`config.mk`:
```
export PLATFORM = sky130hd
export DESIGN_NAME = rgb565_pair_to_yuy2
export DESIGN_NICKNAME = d
export VERILOG_FILES = /design/src/ryuy_pkg.sv /design/src/rgb565_pair_to_yuy2.sv /design/src/ryuy_widen_avg.sv /design/src/ryuy_mult.sv /design/src/ryuy_sum.sv /design/src/ryuy_clamp_pack.sv
export SDC_FILE = /design/constraint.sdc
export NUM_CORES = 2
export LEC_CHECK = 0
export BUFFER_PORTS_ARGS = -buffer_cell sky130_fd_sc_hd__buf_4
export CAP_MARGIN = 40
export CORE_AREA = 2 2 294 296
export CTS_CLUSTER_SIZE = 12
export DETAILED_ROUTE_END_ITERATION = 10
export DIE_AREA = 0 0 296 298
export GPL_TIMING_DRIVEN = 0
export SYNTH_ARGS = -nofsm -noshare
export SYNTH_HDL_FRONTEND = slang
export SYNTH_SLANG_ARGS = --single-unit
```
`constraint.sdc`:
```
create_clock -name clk -period 19.6 [get_ports clk]
set_input_delay 2.94 -clock clk [delete_from_list [all_inputs] [get_ports clk]]
set_output_delay 2.94 -clock clk [all_outputs]
set_load 0.02 [all_outputs]
```
`src/ryuy_pkg.sv`:
```
// Shared types, constants and helper functions for the RGB565 pair to YUY2 converter.
// Depends on nothing; every module of the block imports it.
package ryuy_pkg;

    // Fixed-point coefficients (scaled by 2^16, truncated)
    localparam int unsigned FRAC_BITS = 16;
    localparam logic [15:0] COEF_YR = 16'd19595;
    localparam logic [15:0] COEF_YG = 16'd38469;
    localparam logic [15:0] COEF_YB = 16'd7471;
    localparam logic [15:0] COEF_UR = 16'd11075;
    localparam logic [15:0] COEF_UG = 16'd21692;
    localparam logic [15:0] COEF_UB = 16'd32768;
    localparam logic [15:0] COEF_VR = 16'd32768;
    localparam logic [15:0] COEF_VG = 16'd27459;
    localparam logic [15:0] COEF_VB = 16'd5308;

    // Offsets folded into the 25-bit accumulators
    localparam logic [24:0] LUMA_BIAS   = 25'(16)  << FRAC_BITS;
    localparam logic [24:0] CHROMA_BIAS = 25'(128) << FRAC_BITS;

    // Output ranges
    localparam logic [8:0] LUMA_MIN   = 9'd16;
    localparam logic [8:0] LUMA_MAX   = 9'd235;
    localparam logic [8:0] CHROMA_MIN = 9'd16;
    localparam logic [8:0] CHROMA_MAX = 9'd240;

    // Both-black word bytes
    localparam logic [7:0] BLACK_LUMA   = 8'h00;
    localparam logic [7:0] BLACK_CHROMA = 8'h80;

    // Field-wise floor average masks for RGB565
    localparam logic [15:0] AVG_MASK_HALF = 16'hFBEF;
    localparam logic [15:0] AVG_MASK_LSB  = 16'h0821;

    // Channel index into product arrays
    localparam int unsigned CH_R = 0;
    localparam int unsigned CH_G = 1;
    localparam int unsigned CH_B = 2;

    typedef struct packed {
        logic [7:0] r;
        logic [7:0] g;
        logic [7:0] b;
    } rgb_t;

    // Stage 1: widened pixels and the widened pair average
    typedef struct packed {
        rgb_t px_first;
        rgb_t px_second;
        rgb_t px_avg;
        logic black;
    } widen_t;

    // Stage 2: coefficient products, indexed by channel
    typedef struct packed {
        logic [2:0][23:0] y_first;
        logic [2:0][23:0] y_second;
        logic [2:0][23:0] cb;
        logic [2:0][23:0] cr;
        logic             black;
    } prod_t;

    // Stage 3: shifted sums, not yet clamped
    typedef struct packed {
        logic [8:0] y_first;
        logic [8:0] y_second;
        logic [7:0] cb;
        logic [7:0] cr;
        logic       black;
    } sum_t;

    // Widen 5/6/5 fields to 8 bits by top-bit replication
    function automatic rgb_t widen565(input logic [15:0] p);
        rgb_t c;
        c.r = {p[15:11], p[15:13]};
        c.g = {p[10:5], p[10:9]};
        c.b = {p[4:0], p[4:2]};
        return c;
    endfunction

    // Constant coefficient times an 8-bit channel
    function automatic logic [23:0] mul_coef(input logic [15:0] c, input logic [7:0] v);
        return 24'(c) * 24'(v);
    endfunction

    function automatic logic [7:0] clamp9(input logic [8:0] v, input logic [8:0] lo,
                                          input logic [8:0] hi);
        logic [8:0] t;
        t = v;
        if (v < lo)
        begin
            t = lo;
        end
        else if (v > hi)
        begin
            t = hi;
        end
        return t[7:0];
    endfunction

endpackage

```
`src/rgb565_pair_to_yuy2.sv`:
```
// Four stages (widen/average, multiply, sum, clamp/pack) each hold one transaction and
// advance independently under stall. Throughput: one pixel pair per cycle while the
// output is not stalled.
// Reset: rst_n asynchronously clears all stage valid bits; data registers are not reset.
// Depends on ryuy_pkg, ryuy_widen_avg, ryuy_mult, ryuy_sum, ryuy_clamp_pack.
module rgb565_pair_to_yuy2
    import ryuy_pkg::*;
(
    input  logic        clk,
    input  logic        rst_n,
    input  logic        s_axis_tvalid,
    output logic        s_axis_tready,
    input  logic [31:0] s_axis_tdata,  // [15:0] pixel_first, [31:16] pixel_second
    output logic        m_axis_tvalid,
    input  logic        m_axis_tready,
    output logic [31:0] m_axis_tdata   // [7:0] luma_first, [15:8] chroma_blue,
                                       // [23:16] luma_second, [31:24] chroma_red
);

    logic   s1_valid;
    logic   s1_ready;
    widen_t s1_data;
    logic   s2_valid;
    logic   s2_ready;
    prod_t  s2_data;
    logic   s3_valid;
    logic   s3_ready;
    sum_t   s3_data;

    ryuy_widen_avg u_widen_avg (
        .clk          (clk),
        .rst_n        (rst_n),
        .in_valid     (s_axis_tvalid),
        .in_ready     (s_axis_tready),
        .pixel_first  (s_axis_tdata[15:0]),
        .pixel_second (s_axis_tdata[31:16]),
        .out_valid    (s1_valid),
        .out_ready    (s1_ready),
        .out_data     (s1_data)
    );

    ryuy_mult u_mult (
        .clk       (clk),
        .rst_n     (rst_n),
        .in_valid  (s1_valid),
        .in_ready  (s1_ready),
        .in_data   (s1_data),
        .out_valid (s2_valid),
        .out_ready (s2_ready),
        .out_data  (s2_data)
    );

    ryuy_sum u_sum (
        .clk       (clk),
        .rst_n     (rst_n),
        .in_valid  (s2_valid),
        .in_ready  (s2_ready),
        .in_data   (s2_data),
        .out_valid (s3_valid),
        .out_ready (s3_ready),
        .out_data  (s3_data)
    );

    ryuy_clamp_pack u_clamp_pack (
        .clk           (clk),
        .rst_n         (rst_n),
        .in_valid      (s3_valid),
        .in_ready      (s3_ready),
        .in_data       (s3_data),
        .m_axis_tvalid (m_axis_tvalid),
        .m_axis_tready (m_axis_tready),
        .m_axis_tdata  (m_axis_tdata)
    );

endmodule

```
`src/ryuy_widen_avg.sv`:
```
// Pipeline stage 1: widens both RGB565 pixels, forms their field-wise floor average
// and flags the both-black case. Depends on ryuy_pkg.
module ryuy_widen_avg
    import ryuy_pkg::*;
(
    input  logic        clk,
    input  logic        rst_n,
    input  logic        in_valid,
    output logic        in_ready,
    input  logic [15:0] pixel_first,
    input  logic [15:0] pixel_second,
    output logic        out_valid,
    input  logic        out_ready,
    output widen_t      out_data
);

    logic   valid_reg;
    widen_t data_reg;
    widen_t data_next;
    logic [15:0] avg_next;

    // Stage advances when empty or when downstream takes its contents
    assign in_ready = !valid_reg || out_ready;

    // Field-wise floor average; fields never carry into each other
    always_comb
    begin
        avg_next = ((pixel_first >> 1) & AVG_MASK_HALF)
                 + ((pixel_second >> 1) & AVG_MASK_HALF)
                 + (pixel_first & pixel_second & AVG_MASK_LSB);
        data_next.px_first  = widen565(pixel_first);
        data_next.px_second = widen565(pixel_second);
        data_next.px_avg    = widen565(avg_next);
        data_next.black     = ((pixel_first | pixel_second) == 16'h0000);
    end

    always_ff @(posedge clk or negedge rst_n)
    begin
        if (!rst_n)
        begin
            valid_reg <= 1'b0;
        end
        else if (in_ready)
        begin
            valid_reg <= in_valid;
        end
    end

    always_ff @(posedge clk)
    begin
        if (in_valid && in_ready)
        begin
            data_reg <= data_next;
        end
    end

    assign out_valid = valid_reg;
    assign out_data  = data_reg;

endmodule

```
`src/ryuy_mult.sv`:
```
// Pipeline stage 2: the twelve constant-coefficient products for Y, Cb and Cr.
// Depends on ryuy_pkg.
module ryuy_mult
    import ryuy_pkg::*;
(
    input  logic   clk,
    input  logic   rst_n,
    input  logic   in_valid,
    output logic   in_ready,
    input  widen_t in_data,
    output logic   out_valid,
    input  logic   out_ready,
    output prod_t  out_data
);

    logic  valid_reg;
    prod_t data_reg;
    prod_t data_next;

    assign in_ready = !valid_reg || out_ready;

    // Products; signs are applied in the sum stage
    always_comb
    begin
        data_next.y_first[CH_R]  = mul_coef(COEF_YR, in_data.px_first.r);
        data_next.y_first[CH_G]  = mul_coef(COEF_YG, in_data.px_first.g);
        data_next.y_first[CH_B]  = mul_coef(COEF_YB, in_data.px_first.b);
        data_next.y_second[CH_R] = mul_coef(COEF_YR, in_data.px_second.r);
        data_next.y_second[CH_G] = mul_coef(COEF_YG, in_data.px_second.g);
        data_next.y_second[CH_B] = mul_coef(COEF_YB, in_data.px_second.b);
        data_next.cb[CH_R]       = mul_coef(COEF_UR, in_data.px_avg.r);
        data_next.cb[CH_G]       = mul_coef(COEF_UG, in_data.px_avg.g);
        data_next.cb[CH_B]       = mul_coef(COEF_UB, in_data.px_avg.b);
        data_next.cr[CH_R]       = mul_coef(COEF_VR, in_data.px_avg.r);
        data_next.cr[CH_G]       = mul_coef(COEF_VG, in_data.px_avg.g);
        data_next.cr[CH_B]       = mul_coef(COEF_VB, in_data.px_avg.b);
        data_next.black          = in_data.black;
    end

    always_ff @(posedge clk or negedge rst_n)
    begin
        if (!rst_n)
        begin
            valid_reg <= 1'b0;
        end
        else if (in_ready)
        begin
            valid_reg <= in_valid;
        end
    end

    always_ff @(posedge clk)
    begin
        if (in_valid && in_ready)
        begin
            data_reg <= data_next;
        end
    end

    assign out_valid = valid_reg;
    assign out_data  = data_reg;

endmodule

```
`src/ryuy_sum.sv`:
```
// Pipeline stage 3: adds products and offsets, keeps the integer part of each sum.
// Depends on ryuy_pkg.
module ryuy_sum
    import ryuy_pkg::*;
(
    input  logic  clk,
    input  logic  rst_n,
    input  logic  in_valid,
    output logic  in_ready,
    input  prod_t in_data,
    output logic  out_valid,
    input  logic  out_ready,
    output sum_t  out_data
);

    logic  valid_reg;
    sum_t  data_reg;
    sum_t  data_next;
    logic [24:0] acc_y_first;
    logic [24:0] acc_y_second;
    logic [24:0] acc_cb;
    logic [24:0] acc_cr;

    assign in_ready = !valid_reg || out_ready;

    // Chroma sums stay within 0..2^24, so modulo 2^25 arithmetic is exact
    always_comb
    begin
        acc_y_first  = LUMA_BIAS + 25'(in_data.y_first[CH_R])
                     + 25'(in_data.y_first[CH_G]) + 25'(in_data.y_first[CH_B]);
        acc_y_second = LUMA_BIAS + 25'(in_data.y_second[CH_R])
                     + 25'(in_data.y_second[CH_G]) + 25'(in_data.y_second[CH_B]);
        acc_cb       = CHROMA_BIAS + 25'(in_data.cb[CH_B])
                     - 25'(in_data.cb[CH_R]) - 25'(in_data.cb[CH_G]);
        acc_cr       = CHROMA_BIAS + 25'(in_data.cr[CH_R])
                     - 25'(in_data.cr[CH_G]) - 25'(in_data.cr[CH_B]);
        data_next.y_first  = acc_y_first[24:16];
        data_next.y_second = acc_y_second[24:16];
        data_next.cb       = acc_cb[23:16];
        data_next.cr       = acc_cr[23:16];
        data_next.black    = in_data.black;
    end

    always_ff @(posedge clk or negedge rst_n)
    begin
        if (!rst_n)
        begin
            valid_reg <= 1'b0;
        end
        else if (in_ready)
        begin
            valid_reg <= in_valid;
        end
    end

    always_ff @(posedge clk)
    begin
        if (in_valid && in_ready)
        begin
            data_reg <= data_next;
        end
    end

    assign out_valid = valid_reg;
    assign out_data  = data_reg;

endmodule

```
`src/ryuy_clamp_pack.sv`:
```
// Pipeline stage 4 and output register: clamps Y, Cb, Cr, applies the both-black word
// and packs the YUY2 transaction. Depends on ryuy_pkg.
module ryuy_clamp_pack
    import ryuy_pkg::*;
(
    input  logic        clk,
    input  logic        rst_n,
    input  logic        in_valid,
    output logic        in_ready,
    input  sum_t        in_data,
    output logic        m_axis_tvalid,
    input  logic        m_axis_tready,
    output logic [31:0] m_axis_tdata
);

    logic        valid_reg;
    logic [31:0] data_reg;
    logic [31:0] data_next;
    logic [7:0]  y_first;
    logic [7:0]  y_second;
    logic [7:0]  cb;
    logic [7:0]  cr;

    assign in_ready = !valid_reg || m_axis_tready;

    // Clamp, then override with the fixed word when both pixels are black
    always_comb
    begin
        y_first  = clamp9(in_data.y_first, LUMA_MIN, LUMA_MAX);
        y_second = clamp9(in_data.y_second, LUMA_MIN, LUMA_MAX);
        cb       = clamp9({1'b0, in_data.cb}, CHROMA_MIN, CHROMA_MAX);
        cr       = clamp9({1'b0, in_data.cr}, CHROMA_MIN, CHROMA_MAX);
        if (in_data.black)
        begin
            y_first  = BLACK_LUMA;
            y_second = BLACK_LUMA;
            cb       = BLACK_CHROMA;
            cr       = BLACK_CHROMA;
        end
        data_next = {cr, y_second, cb, y_first};
    end

    always_ff @(posedge clk or negedge rst_n)
    begin
        if (!rst_n)
        begin
            valid_reg <= 1'b0;
        end
        else if (in_ready)
        begin
            valid_reg <= in_valid;
        end
    end

    always_ff @(posedge clk)
    begin
        if (in_valid && in_ready)
        begin
            data_reg <= data_next;
        end
    end

    assign m_axis_tvalid = valid_reg;
    assign m_axis_tdata  = data_reg;

    // Luma is zero for both samples or for neither
    assert property (@(posedge clk) disable iff (!rst_n)
        m_axis_tvalid |-> ((m_axis_tdata[7:0] == 8'h00) == (m_axis_tdata[23:16] == 8'h00)))
        else $error("luma bytes disagree on the black case");

    // Zero luma only comes with neutral chroma
    assert property (@(posedge clk) disable iff (!rst_n)
        (m_axis_tvalid && (m_axis_tdata[7:0] == 8'h00))
        |-> ((m_axis_tdata[15:8] == BLACK_CHROMA) && (m_axis_tdata[31:24] == BLACK_CHROMA)))
        else $error("black word has wrong chroma");

    // Non-black transactions stay inside the nominal ranges
    assert property (@(posedge clk) disable iff (!rst_n)
        (m_axis_tvalid && (m_axis_tdata[7:0] != 8'h00))
        |-> ((m_axis_tdata[7:0] >= 8'd16) && (m_axis_tdata[7:0] <= 8'd235)
          && (m_axis_tdata[23:16] >= 8'd16) && (m_axis_tdata[23:16] <= 8'd235)
          && (m_axis_tdata[15:8] >= 8'd16) && (m_axis_tdata[15:8] <= 8'd240)
          && (m_axis_tdata[31:24] >= 8'd16) && (m_axis_tdata[31:24] <= 8'd240)))
        else $error("output byte out of range");

    // A held transaction does not change
    assert property (@(posedge clk) disable iff (!rst_n)
        (m_axis_tvalid && !m_axis_tready) |=> $stable(m_axis_tdata))
        else $error("stalled output changed");

endmodule
```
==> impl_metrics.env <==
export IMPL_status="finished, final reports clean"
export IMPL_hold_class="flip-flop to flip-flop"
export IMPL_grt_setup_unrepaired="false"
export IMPL_insertedDiodeCount=0
export IMPL_drtAntennaViolNets=0
export IMPL_portBuffers=69
export IMPL_min_period_ps=6740
export IMPL_critPathKind="primary input to output port"
export IMPL_drc=0
export IMPL_synth_distinct_cells=75
export IMPL_tightest_slew_ps=870
export IMPL_syn_inst=2993
export IMPL_syn2layout_area_growth_pct=10.7
export IMPL_hold_violations=0
export IMPL_die_h_um=298
export IMPL_grt_pass1_vias=21400
export IMPL_crit_top_cell="buf_4"
export IMPL_slew_headroom_pct=42.0
export IMPL_crit_buf_inv=2
export IMPL_core_area_sq_um=84900
export IMPL_finalWirelength_um=66400
export IMPL_final_nets=4108
export IMPL_drv_slew=0
export IMPL_cts_resized=0
export IMPL_synth_edff_count=344
export IMPL_critPathMaxStageDelay_ps=360
export IMPL_multiInputGateArea_sq_um=21300
export IMPL_cp_start_kind="primary input"
export IMPL_synth_cell_area_sq_um=33700
export IMPL_yosysWarnings=0
export IMPL_htree_num_levels=2
export IMPL_fillerInstances=8166
export IMPL_postCtsSetupRepairBufs=0
export IMPL_fin_util_pct=43.9
export IMPL_cp_cell_sequence="buf_4 -> nor2b_1 -> nand4_1 -> buf_4"
export IMPL_cts_made_buffers=43
export IMPL_cp_startpoint="m_axis_tready"
export IMPL_skew_ps=36.4
export IMPL_holdBufCountCts=0
export IMPL_hold_start="u_mult.out_data[0]"
export IMPL_ys_seq_area_share_pct=31.0
export IMPL_vias_per_cell=4.92
export IMPL_wl_met1_um=32600
export IMPL_cts_buffer_depth=3
export IMPL_syn_avg_cell_area_sq_um=11.3
export IMPL_tritoncts="done"
export IMPL_ctsRootBufferMaster="clkbuf_16"
export IMPL_fin_setup_tns_ps=0
export IMPL_fmax_ghz=0.148
export IMPL_die_width_um=296
export IMPL_critPathCaptureType="output port"
export IMPL_met2WireLength_um=29100
export IMPL_drive_gt1_share_pct=5.97
export IMPL_clk_pin_slew_ps=60
export IMPL_finalCritPeriodShare_pct=34.4
export IMPL_grt_max_degree=69
export IMPL_fp_row_count=107
export IMPL_r2r_start="u_widen_avg.out_data[27]"
export IMPL_power_density_nw_per_um2=173
export IMPL_critPathMaxFanout=5
export IMPL_required_ps=16660
export IMPL_wl_met3_um=3370
export IMPL_initial_core_util_pct=39.7
export IMPL_register_area_sq_um=10400
export IMPL_cts_sinks=348
export IMPL_crit_family="simple AND/OR/NAND/NOR gates"
export IMPL_setup_viol=0
export IMPL_routedWlPerCell_um=15.5
export IMPL_grtUsageTotal_pct=15.6
export IMPL_grt_overflow_total=0
export IMPL_p_leak_nw=17.8
export IMPL_antenna_found_initial=4
export IMPL_clk_latency_ps=590
export IMPL_drt_iter0_drc=1035
export IMPL_gp_congestion=0.862
export IMPL_ys_ff_latch=348
export IMPL_cap_violations=0
export IMPL_vdd_drop_max_uv=89.3
export IMPL_synth_flop_cell="edfxtp_1"
export IMPL_die_area_sq_um=88200
export IMPL_vias=21100
export IMPL_critical_path_slowest_cell="nor2b_1"
export IMPL_maxUsedRoutingLayer="met5"
export IMPL_arrival_ps=3800
export IMPL_grt_first_pass_wirelength_um=110000
export IMPL_dp_hpwl_um=54600
export IMPL_dr_pass1_iters=4
export IMPL_pin_count=70
export IMPL_syn_nets=3982
export IMPL_async_flop_share_pct=1.15
-- registers in the layout (all words and copies together) (netlist names) --
register and count:
u_widen_avg.out_valid 1, u_widen_avg.out_data 49, u_mult.out_data 228, u_sum.out_data 35, u_clamp_pack.m_axis_tvalid 1, u_sum.out_valid 1
u_clamp_pack.m_axis_tdata 32, u_mult.out_valid 1
-- where the power goes --
group          switching, mW  total, mW  leakage (nW)  internal [mW]
clock network          0.319      0.775         0.661          0.455
registers              0.160       1.54          3.39           1.38
logic                   2.27       4.15          13.8           1.88
-- cell usage after synthesis, drive strengths merged (14+ instances only) --
master	instances	area, sq um
inv	530	1990
and2	21	131
edfxtp	344	10300
xnor2	163	1430
and3	17	106
fa	253	5060
o21a	30	225
nor2	123	462
nor2b	29	181
a21o	68	510
a21oi	155	783
xor2	64	561
o21bai	24	180
nand2	83	312
nand2b	19	119
nor3	48	240
or2	15	93.8
nand4	14	87.6
nand3	46	230
a31oi	15	100
a211oi	17	128
ha	700	8760
o21ai	83	415
-- final cells by class --
type	instances	share of cell area, %
Multi-Input combinational cell	2111	57.0
Sequential cell	348	28.0
Timing Repair Buffer	81	2.10
Inverter	530	5.34
Tap cell	1144	3.84
Buffer	4	0.0403
Clock inverter	27	0.715
Clock buffer	49	2.95
-- worst register-to-register path: cells and delay by family (launching register included) --
kind | cells | cell delay (ps)
fa+ha+maj | 5 | 2610
compound gates | 5 | 1370
flops | 1 | 660
buf+inv | 4 | 260
xor+xnor | 1 | 240
simple gates | 1 | 160
-- path summary, 6_finish.rpt --
| kind | to | slack (ps) | depth (start not counted) |
|---|---|---|---|
| hold reg to reg | u_sum.out_data[0] | 400 | 0 |
| min in group asynchronous | u_clamp_pack.m_axis_tvalid | 2160 | 1 |
| hold / removal | u_sum.out_data[0] | 400 | 0 |
| max in group asynchronous | u_mult.out_valid | 17340 | 1 |
| setup / recovery | s_axis_tready | 12860 | 4 |
| setup reg to reg | u_mult.out_data[213] | 14090 | 16 |
-- cells by family (layout without fill, tap and decap cells) --
kind of cell | after synthesis | count (layout) | share of synthesized area [%]
mux | 6 | 6 | 0.193
fa+ha+maj | 953 | 953 | 41.0
xor+xnor | 227 | 227 | 5.90
simple gates | 444 | 444 | 6.45
compound gates | 481 | 481 | 9.51
buf+inv | 534 | 691 | 5.95
flops | 348 | 348 | 31.0
-- cell usage in the layout, fill, tap and decap left out, types with 15 or more instances in the layout --
cell,instances
nand3_1,46
nand2_1,83
and2_1,18
a21oi_1,153
buf_4,69
nor2b_1,28
edfxtp_1,344
clkbuf_16,43
nor2_1,123
a211oi_1,17
o21ai_0,79
o21a_1,30
fa_1,253
nand2b_1,19
xor2_1,64
o21bai_1,24
nor3_1,48
xnor2_1,163
and3_1,17
ha_1,700
or2_2,15
inv_1,530
a21o_1,68
-- metal layers --
metal  vias up  GRT usage (%)
met3        69           3.35
met4         4           3.46
met1     10100           22.1
met5         -              0
li1      10700              -
met2       284           24.5
-- through the flow --
stage / worst slack (ps) / cells / cell area, sq um / power [mW] / hold WS [ps]
5_1_grt: 12810 / 4294 / 37300 / 7.19 / 422
2_1_floorplan: 10700 / 2993 / 33700 / 4.80 / 400
3_5_place_dp: 12860 / 4218 / 35900 / 5.71 / 406
6_report: 12860 / 4294 / 37300 / 6.46 / 399
3_3_place_gp: 8320 / 4206 / 35600 / 5.67 / 406
4_1_cts: 12860 / 4294 / 37300 / 6.54 / 393
Power figures use the tool's default switching activity.
